$ cat config.mk
export PLATFORM = sky130hd
export DESIGN_NAME = multi_slot_repeating_timer
export DESIGN_NICKNAME = d
export VERILOG_FILES = /design/src/hw/rtl/mst_pkg.sv /design/src/hw/rtl/mst_ram.sv /design/src/hw/rtl/mst_slot_unit.sv /design/src/hw/rtl/multi_slot_repeating_timer.sv
export SDC_FILE = /design/constraint.sdc
export NUM_CORES = 2
export LEC_CHECK = 0
export BUFFER_PORTS_ARGS = -buffer_cell sky130_fd_sc_hd__buf_2
export CAP_MARGIN = 20
export CORE_AREA = 2 2 422 634
export CTS_BUF_LIST = sky130_fd_sc_hd__clkbuf_8 sky130_fd_sc_hd__clkbuf_16
export DETAILED_ROUTE_END_ITERATION = 8
export DIE_AREA = 0 0 424 636
export PLACE_DENSITY = 0.62
export SLEW_MARGIN = 25
export SYNTH_ARGS = -nofsm -noshare
export SYNTH_HDL_FRONTEND = slang
export SYNTH_SLANG_ARGS = --single-unit
$ cat constraint.sdc
create_clock -name clk -period 34.7 [get_ports clk]
set_input_delay 3.47 -clock clk [delete_from_list [all_inputs] [get_ports clk]]
set_output_delay 3.47 -clock clk [all_outputs]
set_load 0.005 [all_outputs]
$ cat src/hw/rtl/mst_pkg.sv
`default_nettype none
package mst_pkg;
  localparam int unsigned SLOTS_DEF = 16;
  localparam logic [35:0] TICKS_PER_SECOND_DEF = 36'd1000000;

  localparam logic [1:0] MODE_RUN   = 2'd0;
  localparam logic [1:0] MODE_SLEEP = 2'd1;
  localparam logic [1:0] MODE_PAUSE = 2'd2;
  localparam logic [1:0] MODE_DONE  = 2'd3;

  localparam logic [2:0] EV_FIRED    = 3'd0;
  localparam logic [2:0] EV_TICK     = 3'd1;
  localparam logic [2:0] EV_CREATED  = 3'd2;
  localparam logic [2:0] EV_OK       = 3'd3;
  localparam logic [2:0] EV_NOTFOUND = 3'd4;
  localparam logic [2:0] EV_FULL     = 3'd5;
  localparam logic [2:0] EV_VALUE    = 3'd6;

  localparam logic [2:0] K_TICK    = 3'd0;
  localparam logic [2:0] K_CREATE  = 3'd1;
  localparam logic [2:0] K_PAUSE   = 3'd2;
  localparam logic [2:0] K_UNPAUSE = 3'd3;
  localparam logic [2:0] K_SLEEP   = 3'd4;
  localparam logic [2:0] K_STOP    = 3'd5;
  localparam logic [2:0] K_LEFT    = 3'd6;
  localparam logic [2:0] K_WORK    = 3'd7;

  typedef struct packed {
    logic [35:0] period;
    logic [36:0] elapsed;
    logic [16:0] repeats;
    logic [35:0] sleep_left;
    logic [15:0] ident;
  } slot_t;

  typedef struct packed {
    logic        fire;
    logic [1:0]  mode;
    logic        free_slot;
  } upd_t;
endpackage
`default_nettype wire

$ cat src/hw/rtl/mst_ram.sv
`default_nettype none
module mst_ram #(
  parameter int unsigned WIDTH = 8,
  parameter int unsigned DEPTH = 16
) (
  input  wire logic                     clk,
  input  wire logic                     we,
  input  wire logic [$clog2(DEPTH)-1:0] waddr,
  input  wire logic [WIDTH-1:0]         wdata,
  input  wire logic [$clog2(DEPTH)-1:0] raddr,
  output logic      [WIDTH-1:0]         rdata
);
  logic [WIDTH-1:0] mem_r [DEPTH];
  always_ff @(posedge clk) begin
    if (we) mem_r[waddr] <= wdata;
    rdata <= mem_r[raddr];
  end
endmodule
`default_nettype wire

$ cat src/hw/rtl/mst_slot_unit.sv
`default_nettype none
module mst_slot_unit (
  input  wire logic [1:0]          mode,
  input  wire mst_pkg::slot_t      cur,
  input  wire logic [35:0]         delta,
  output mst_pkg::slot_t           nxt,
  output mst_pkg::upd_t            upd
);
  logic [37:0] sum;
  logic [36:0] el;
  logic [16:0] rep;
  always_comb begin
    nxt = cur;
    upd = '0;
    upd.mode = mode;
    sum = {1'b0, cur.elapsed} + {2'b0, delta};
    el = sum[37] ? {37{1'b1}} : sum[36:0];
    rep = cur.repeats;
    case (mode)
      mst_pkg::MODE_RUN: begin
        nxt.elapsed = el;
        if (el >= {1'b0, cur.period}) begin
          upd.fire = 1'b1;
          nxt.elapsed = el - {1'b0, cur.period};
          if (!rep[16] && rep != '0) rep = rep - 17'd1;
          nxt.repeats = rep;
          if (rep == '0) upd.mode = mst_pkg::MODE_DONE;
        end
      end
      mst_pkg::MODE_SLEEP: begin
        if (cur.sleep_left <= delta) begin
          nxt.sleep_left = '0;
          upd.mode = mst_pkg::MODE_RUN;
        end else begin
          nxt.sleep_left = cur.sleep_left - delta;
        end
      end
      mst_pkg::MODE_PAUSE: ;
      default: begin
        upd.free_slot = 1'b1;
        upd.mode = mst_pkg::MODE_RUN;
      end
    endcase
  end
endmodule
`default_nettype wire

$ cat src/hw/rtl/multi_slot_repeating_timer.sv
`default_nettype none
// multi-slot repeating timer
// in_ channel: one command word (kind plus operands) per handshake
// out_ channel: result words; a tick gives one fired word per firing slot in
// slot order, then a tick done word; every other command gives one word;
// out_last marks the final word of a command
// cfg_ channel: writes max_tick_step, taken only while idle
// create and working time answer in the cycle after acceptance
// tick and lookups walk the slot table through a single slot update unit
// and a registered-read slot ram, each slot passing a read state and then
// an update state; a lookup stops at the slot that it hits
// the next command is taken the cycle after the final word leaves
// when out_ready is low the walk holds at the next firing slot, or at the
// end, until the pending word is taken
// reset frees all slots, zeroes the id counter and working time and sets
// max_tick_step to one second; no clearing pass is needed
module multi_slot_repeating_timer #(
  parameter int unsigned SLOTS = mst_pkg::SLOTS_DEF,
  parameter logic [35:0] TICKS_PER_SECOND = mst_pkg::TICKS_PER_SECOND_DEF
) (
  input  wire logic               clk,
  input  wire logic               rst_n,
  input  wire logic               in_valid,
  output logic                    in_ready,
  input  wire logic [2:0]         in_kind,
  input  wire logic [35:0]        in_elapsed_ticks,
  input  wire logic [15:0]        in_timer_id,
  input  wire logic [35:0]        in_duration,
  input  wire logic               in_delay_first,
  input  wire logic signed [16:0] in_repeat_count,
  output logic                    out_valid,
  input  wire logic               out_ready,
  output logic [2:0]              out_event_kind,
  output logic [15:0]             out_fired_id,
  output logic signed [48:0]      out_reading,
  output logic                    out_last,
  input  wire logic               cfg_valid,
  output logic                    cfg_ready,
  input  wire logic [35:0]        cfg_max_tick_step
);
  localparam int unsigned AW = (SLOTS > 1) ? $clog2(SLOTS) : 1;
  localparam int unsigned RD = 1 << AW;
  localparam logic [AW:0] LASTIX = (AW+1)'(SLOTS - 1);

  localparam logic [1:0] S_IDLE = 2'd0;
  localparam logic [1:0] S_RD   = 2'd1;
  localparam logic [1:0] S_WK   = 2'd2;
  localparam logic [1:0] S_FIN  = 2'd3;

  logic [1:0]  st_r, st_nxt;
  logic [AW-1:0] ix_r, ix_nxt;
  logic [35:0] step_r;
  logic [SLOTS-1:0] used_r;
  logic [1:0]  mode_r [SLOTS];
  logic [15:0] nid_r;
  logic [47:0] total_r;
  logic [2:0]  kind_r;
  logic [15:0] id_r;
  logic [35:0] dur_r;
  logic [35:0] delta_r;
  logic        found_r;

  logic        ov_r, ov_nxt;
  logic [2:0]  oev_r;
  logic [15:0] oid_r;
  logic [48:0] ord_r;
  logic        olast_r;

  logic        we;
  logic [AW-1:0] waddr;
  mst_pkg::slot_t wdata, rdata, unxt;
  mst_pkg::upd_t  upd;
  logic [AW-1:0] raddr;

  mst_ram #(.WIDTH($bits(mst_pkg::slot_t)), .DEPTH(RD)) u_ram (
    .clk(clk), .we(we), .waddr(waddr), .wdata(wdata), .raddr(raddr), .rdata(rdata)
  );

  mst_slot_unit u_unit (
    .mode(mode_r[ix_r]), .cur(rdata), .delta(delta_r), .nxt(unxt), .upd(upd)
  );

  logic out_free;
  logic [48:0] total_sum;
  logic [36:0] cre_el;
  logic [AW-1:0] free_ix;
  logic          any_free;

  assign out_free  = !ov_r || out_ready;
  assign in_ready  = (st_r == S_IDLE) && !ov_r;
  assign cfg_ready = (st_r == S_IDLE) && !ov_r;
  assign out_valid = ov_r;
  assign out_event_kind = oev_r;
  assign out_fired_id   = oid_r;
  assign out_reading    = ord_r;
  assign out_last       = olast_r;
  assign raddr = (st_r == S_IDLE) ? '0 : ix_r;
  assign total_sum = {1'b0, total_r} + {13'd0, in_elapsed_ticks};
  assign cre_el = in_delay_first ? 37'd0 : {1'b0, in_duration};

  always_comb begin
    free_ix = '0;
    any_free = 1'b0;
    for (int i = SLOTS - 1; i >= 0; i--) begin
      if (!used_r[i]) begin
        free_ix = AW'(i);
        any_free = 1'b1;
      end
    end
  end

  logic match;
  assign match = used_r[ix_r] && rdata.ident == id_r;

  always_comb begin
    st_nxt = st_r;
    ix_nxt = ix_r;
    ov_nxt = ov_r && !out_ready;
    we = 1'b0;
    waddr = ix_r;
    wdata = unxt;
    case (st_r)
      S_IDLE: begin
        if (in_valid && in_ready) begin
          if (in_kind == mst_pkg::K_CREATE) begin
            ov_nxt = 1'b1;
            we = any_free;
            waddr = free_ix;
            wdata.period = in_duration;
            wdata.elapsed = cre_el;
            wdata.repeats = in_repeat_count;
            wdata.sleep_left = '0;
            wdata.ident = nid_r;
          end else if (in_kind == mst_pkg::K_WORK) begin
            ov_nxt = 1'b1;
          end else begin
            st_nxt = S_RD;
            ix_nxt = '0;
          end
        end
      end
      S_RD: st_nxt = S_WK;
      S_WK: begin
        if (kind_r == mst_pkg::K_TICK) begin
          if (out_free || !(used_r[ix_r] && upd.fire)) begin
            we = used_r[ix_r];
            if (used_r[ix_r] && upd.fire) ov_nxt = 1'b1;
            if ({1'b0, ix_r} == LASTIX) st_nxt = S_FIN;
            else begin
              ix_nxt = ix_r + 1'b1;
              st_nxt = S_RD;
            end
          end
        end else begin
          if (found_r || {1'b0, ix_r} == LASTIX || match) st_nxt = S_FIN;
          else begin
            ix_nxt = ix_r + 1'b1;
            st_nxt = S_RD;
          end
          if (!found_r && match) begin
            ix_nxt = ix_r;
            if (kind_r == mst_pkg::K_SLEEP) begin
              we = 1'b1;
              wdata = rdata;
              wdata.sleep_left = dur_r;
            end
          end
        end
      end
      default: begin
        if (out_free) begin
          st_nxt = S_IDLE;
          ov_nxt = 1'b1;
        end
      end
    endcase
  end

  always_ff @(posedge clk) begin
    if (!rst_n) begin
      st_r <= S_IDLE;
      ix_r <= '0;
      step_r <= TICKS_PER_SECOND;
      used_r <= '0;
      for (int i = 0; i < SLOTS; i++) mode_r[i] <= mst_pkg::MODE_RUN;
      nid_r <= '0;
      total_r <= '0;
      ov_r <= 1'b0;
      found_r <= 1'b0;
    end else begin
      st_r <= st_nxt;
      ix_r <= ix_nxt;
      ov_r <= ov_nxt;
      if (cfg_valid && cfg_ready) step_r <= cfg_max_tick_step;
      case (st_r)
        S_IDLE: begin
          found_r <= 1'b0;
          if (in_valid && in_ready) begin
            kind_r <= in_kind;
            id_r <= in_timer_id;
            dur_r <= in_duration;
            delta_r <= (in_elapsed_ticks < step_r) ? in_elapsed_ticks : step_r;
            if (in_kind == mst_pkg::K_TICK)
              total_r <= total_sum[48] ? {48{1'b1}} : total_sum[47:0];
            if (in_kind == mst_pkg::K_CREATE) begin
              olast_r <= 1'b1;
              ord_r <= '0;
              if (any_free) begin
                used_r[free_ix] <= 1'b1;
                mode_r[free_ix] <= mst_pkg::MODE_RUN;
                nid_r <= nid_r + 16'd1;
                oev_r <= mst_pkg::EV_CREATED;
                oid_r <= nid_r;
              end else begin
                oev_r <= mst_pkg::EV_FULL;
                oid_r <= '0;
              end
            end else if (in_kind == mst_pkg::K_WORK) begin
              olast_r <= 1'b1;
              oev_r <= mst_pkg::EV_VALUE;
              oid_r <= '0;
              ord_r <= {1'b0, total_r};
            end
          end
        end
        S_WK: begin
          if (kind_r == mst_pkg::K_TICK) begin
            if (used_r[ix_r] && (out_free || !upd.fire)) begin
              mode_r[ix_r] <= upd.mode;
              if (upd.free_slot) used_r[ix_r] <= 1'b0;
              if (upd.fire) begin
                oev_r <= mst_pkg::EV_FIRED;
                oid_r <= rdata.ident;
                ord_r <= '0;
                olast_r <= 1'b0;
              end
            end
          end else if (!found_r && match) begin
            found_r <= 1'b1;
            case (kind_r)
              mst_pkg::K_PAUSE:   mode_r[ix_r] <= mst_pkg::MODE_PAUSE;
              mst_pkg::K_UNPAUSE: mode_r[ix_r] <= mst_pkg::MODE_RUN;
              mst_pkg::K_SLEEP:   mode_r[ix_r] <= mst_pkg::MODE_SLEEP;
              mst_pkg::K_STOP:    mode_r[ix_r] <= mst_pkg::MODE_DONE;
              default: ord_r <= {13'd0, rdata.period} - {12'd0, rdata.elapsed};
            endcase
          end
        end
        S_FIN: begin
          if (out_free) begin
            olast_r <= 1'b1;
            oid_r <= '0;
            if (kind_r == mst_pkg::K_TICK) begin
              oev_r <= mst_pkg::EV_TICK;
              ord_r <= '0;
            end else if (!found_r) begin
              oev_r <= mst_pkg::EV_NOTFOUND;
              ord_r <= '0;
            end else if (kind_r == mst_pkg::K_LEFT) begin
              oev_r <= mst_pkg::EV_VALUE;
            end else begin
              oev_r <= mst_pkg::EV_OK;
              ord_r <= '0;
            end
          end
        end
        default: ;
      endcase
    end
  end

  a_stall_hold: assert property (@(posedge clk) disable iff (!rst_n)
    out_valid && !out_ready |=> out_valid && $stable(out_event_kind))
    else $error("result word changed under stall");
  a_busy: assert property (@(posedge clk) disable iff (!rst_n)
    st_r != S_IDLE |-> !in_ready)
    else $error("accepted a command while busy");
  a_fire_not_last: assert property (@(posedge clk) disable iff (!rst_n)
    out_valid && out_event_kind == mst_pkg::EV_FIRED |-> !out_last)
    else $error("fired word flagged last");
endmodule
`default_nettype wire
==> qor.txt <==
initial DRC count: 10,200
Skew-Pair Late Insertion Delay: 0.94 ns
CTS Buffer Depth: 4
Clk pwr share: 25.4%
WP data required: 35.23 ns
largest net degree at the start of global routing: 127
met1 Use GR: 38.4%
cell count of the worst reg-to-reg path: 25
total CTS buffers: 242
gr usage total: 29.1%
EDFF count, synth: 2,464
reg-to-reg slack, setup: 24.39 ns
count of cell types in the netlist: 88
Pre-Repair DR Iteration Count: 8
CORE AREA: 265,000 um2
Die Ht: 636 um
Worst Hold Depth: 2
Clock transition at path regs: 0.07 ns
die footprint: 270,000 um2
actual slew at the worst max-slew pin: 1.21 ns
setup TNS: 0 ns
Root Driver: clkbuf_16
Slew HR: 18.6%
GP Congestion: 0.958
Synth Register Bits: 2,734
CTS tree: yes
Worst Hold End: step_r[23]
most common cell in the synthesized netlist: edfxtp_1
dominant cell type by area after synthesis: edfxtp_1
Sw Ratio: 35.5%
final net count: 9,381
initial antenna violation count: 39
Site Rows: 232
# fillers: 22,600
Hold Startpoint: step_r[23]
Most used DFF post-synth: edfxtp_1
VDD IR max: 0.0000514 V
Die X: 424 um
reg2reg start: delta_r[1]
CP arrival: 10.84 ns
MaxCap Viol Count: 0
critical path endpoint category: flop
PD cells: 81.2 nW/um2
vias per std cell: 6.39
vias in the first global route: 78,500
ys async rst share: 0%
total vias in the final route: 81,300
max-slew violations: 0
RSZ-0062 raised after global routing: false
Min-Delay Path Class: reg2reg
Max Freq: 0.0970 GHz
internal power: 6.92 mW
CP Launch Point: delta_r[1]
sequential area share after synthesis: 67.0%
cell area after synthesis: 118,000 um2
crit path max fanout: 58
P&R area growth vs syn: 11.7%
first-pass GRT wire length: 568,000 um
cts repair resizes: 0
design area: 132,000 um2
H-tree depth: 4
Final Hold Vio Count: 0
met2 global-route usage: 47.7%
Final min period: 10.31 ns
fin crit share: 29.7%
Sw Pwr: 3.82 mW
Overflow after GRT: 0
critical path class: reg2reg
Avg Synthesized Cell Area: 13.4 um2
final setup fails: 0
outcome: completed
CP peak stage delay: 0.84 ns
Critical Path Start Type: flop
slowest CP cell: buf_4
syn_nets: 9,240
Leak: 45.0 nW
Ys Warns: 0
Placed Area: 124,000 um2
met3 Track Usage GR: 4.37%
DRC violations left: 0
synth cell count leaders: 2,464 x edfxtp_1, 819 x nand2_1, 555 x a21oi_1
Routed Antenna Nets: 0
wire per inst: 31.8 um
overall power: 10.7 mW
Detail Placement HPWL: 243,000 um
DRT Wirelength: 405,000 um
IO Pins: 222
most frequent CP cell: buf_4
FF-to-FF End: u_ram.mem_r[10][130]
Hold Buf Count CTS: 0
top cell type's share of synthesized area: 62.5%
share of layout cells above drive strength 1: 12.4%
Sequential Power Share: 42.2%
CTS sink count: 2,734
Synth area leaders: edfxtp_1 62%, dfxtp_1 4.6%, mux2i_1 4.0%
Synth Instances: 8,859
PortBufs: 221
Logic pwr share: 32.4%
clk_skew: 0.0557 ns
initial core utilization: 44.7%
GR peak layer: met2
postcts setup bufs: 0
through the flow:
stage / util (%) / setup slack [ns] / instances / hold slack, ns
4_1_cts: 49.9 / 24.11 / 12700 / 0.470
2_1_floorplan: - / 14.77 / 8859 / 0.436
3_3_place_gp: 47.0 / 24.34 / 12300 / 0.456
3_5_place_dp: 47.0 / 24.20 / 12300 / 0.462
6_report: 50.0 / 24.39 / 12700 / 0.469
5_1_grt: 50.0 / 23.96 / 12700 / 0.487
cell usage in the layout (no fill, tap or decap), drive strengths merged, types with 94 or more instances in the layout:
cell and n:
o21ai 533, mux2i 470, buf 465, nor3 163, a221oi 145, nand3 133, clkinv 94, o22ai 132
nand2 819, a22oi 147, mux2 187, a211oi 192, a21oi 556, clkbuf 261, and2 125, inv 263
dfxtp 270, nor2 291, o221ai 131, a31oi 150, a21o 114, edfxtp 2464, xor2 98, xnor2 95
ha 226
worst max path at each step:
| stage | end | slack (ns) | depth (start not counted) |
|---|---|---|---|
| detailed placement | u_ram.mem_r[8][125] | 24.20 | 25 |
| finish | u_ram.mem_r[10][130] | 24.39 | 25 |
| CTS | u_ram.mem_r[8][106] | 24.11 | 25 |
| global placement | u_ram.mem_r[10][39] | 24.34 | 25 |
| global route | u_ram.mem_r[8][119] | 23.96 | 25 |
| floorplan | u_ram.mem_r[5][0] | 14.77 | 24 |
layout make-up:
cell class | count | area (um2) | area share [%]
flip-flops and latches | 2734 | 79400 | 60.0
clock buffers | 260 | 6370 | 4.82
multi-input cells | 5349 | 36500 | 27.6
well taps | 3510 | 4390 | 3.32
diodes | 14 | 35.0 | 0.0265
clock inverters | 184 | 1510 | 1.14
inverters | 207 | 790 | 0.597
repair buffers | 466 | 3260 | 2.46
cell families after synthesis:
group | Yosys count | share of synthesized area [%]
flops | 2734 | 67.0
compound gates | 2470 | 13.7
simple gates | 1782 | 6.83
buf+inv | 776 | 2.48
mux | 673 | 6.05
fa+ha+maj | 231 | 2.47
xor+xnor | 193 | 1.43
power groups by stage:
stage | Sequential, mW | Combinational, mW | Clock [mW]
6_report | 4.53 | 3.48 | 2.73
5_1_grt | 4.54 | 3.68 | 2.86
4_1_cts | 4.52 | 3.39 | 2.75
3_5_place_dp | 4.59 | 3.37 | 0
3_3_place_gp | 4.59 | 3.34 | 0
2_1_floorplan | 4.53 | 2.02 | 0
state kept, by name, indices dropped and copies added (netlist names), named ones only:
register	flops
dur_r	36
kind_r	3
used_r	16
delta_r	36
u_ram.mem_r	2272
mode_r	32
out_valid	1
out_fired_id	16
ix_r	4
nid_r	16
out_event_kind	3
total_r	48
found_r	1
st_r	2
out_reading	49
out_last	1
u_ram.rdata	142
id_r	16
step_r	36
worst max-delay path: cells and delay by family (launching register included):
family	cells	cell delay, ns
adders and majority gates	2	0.73
buffers and inverters	4	2.65
and+or+nand+nor	3	0.94
AOI/OAI and AO/OA	16	4.89
DFF	1	0.45
per-layer routing:
| metal | vias up | routed length [um] |
|---|---|---|
| met5 | - | 125 |
| met1 | 41300 | 158000 |
| li1 | 34600 | - |
| met3 | 843 | 36700 |
| met2 | 4500 | 192000 |
| met4 | 18 | 18800 |
No activity file was read; power rests on OpenSTA's default activity.
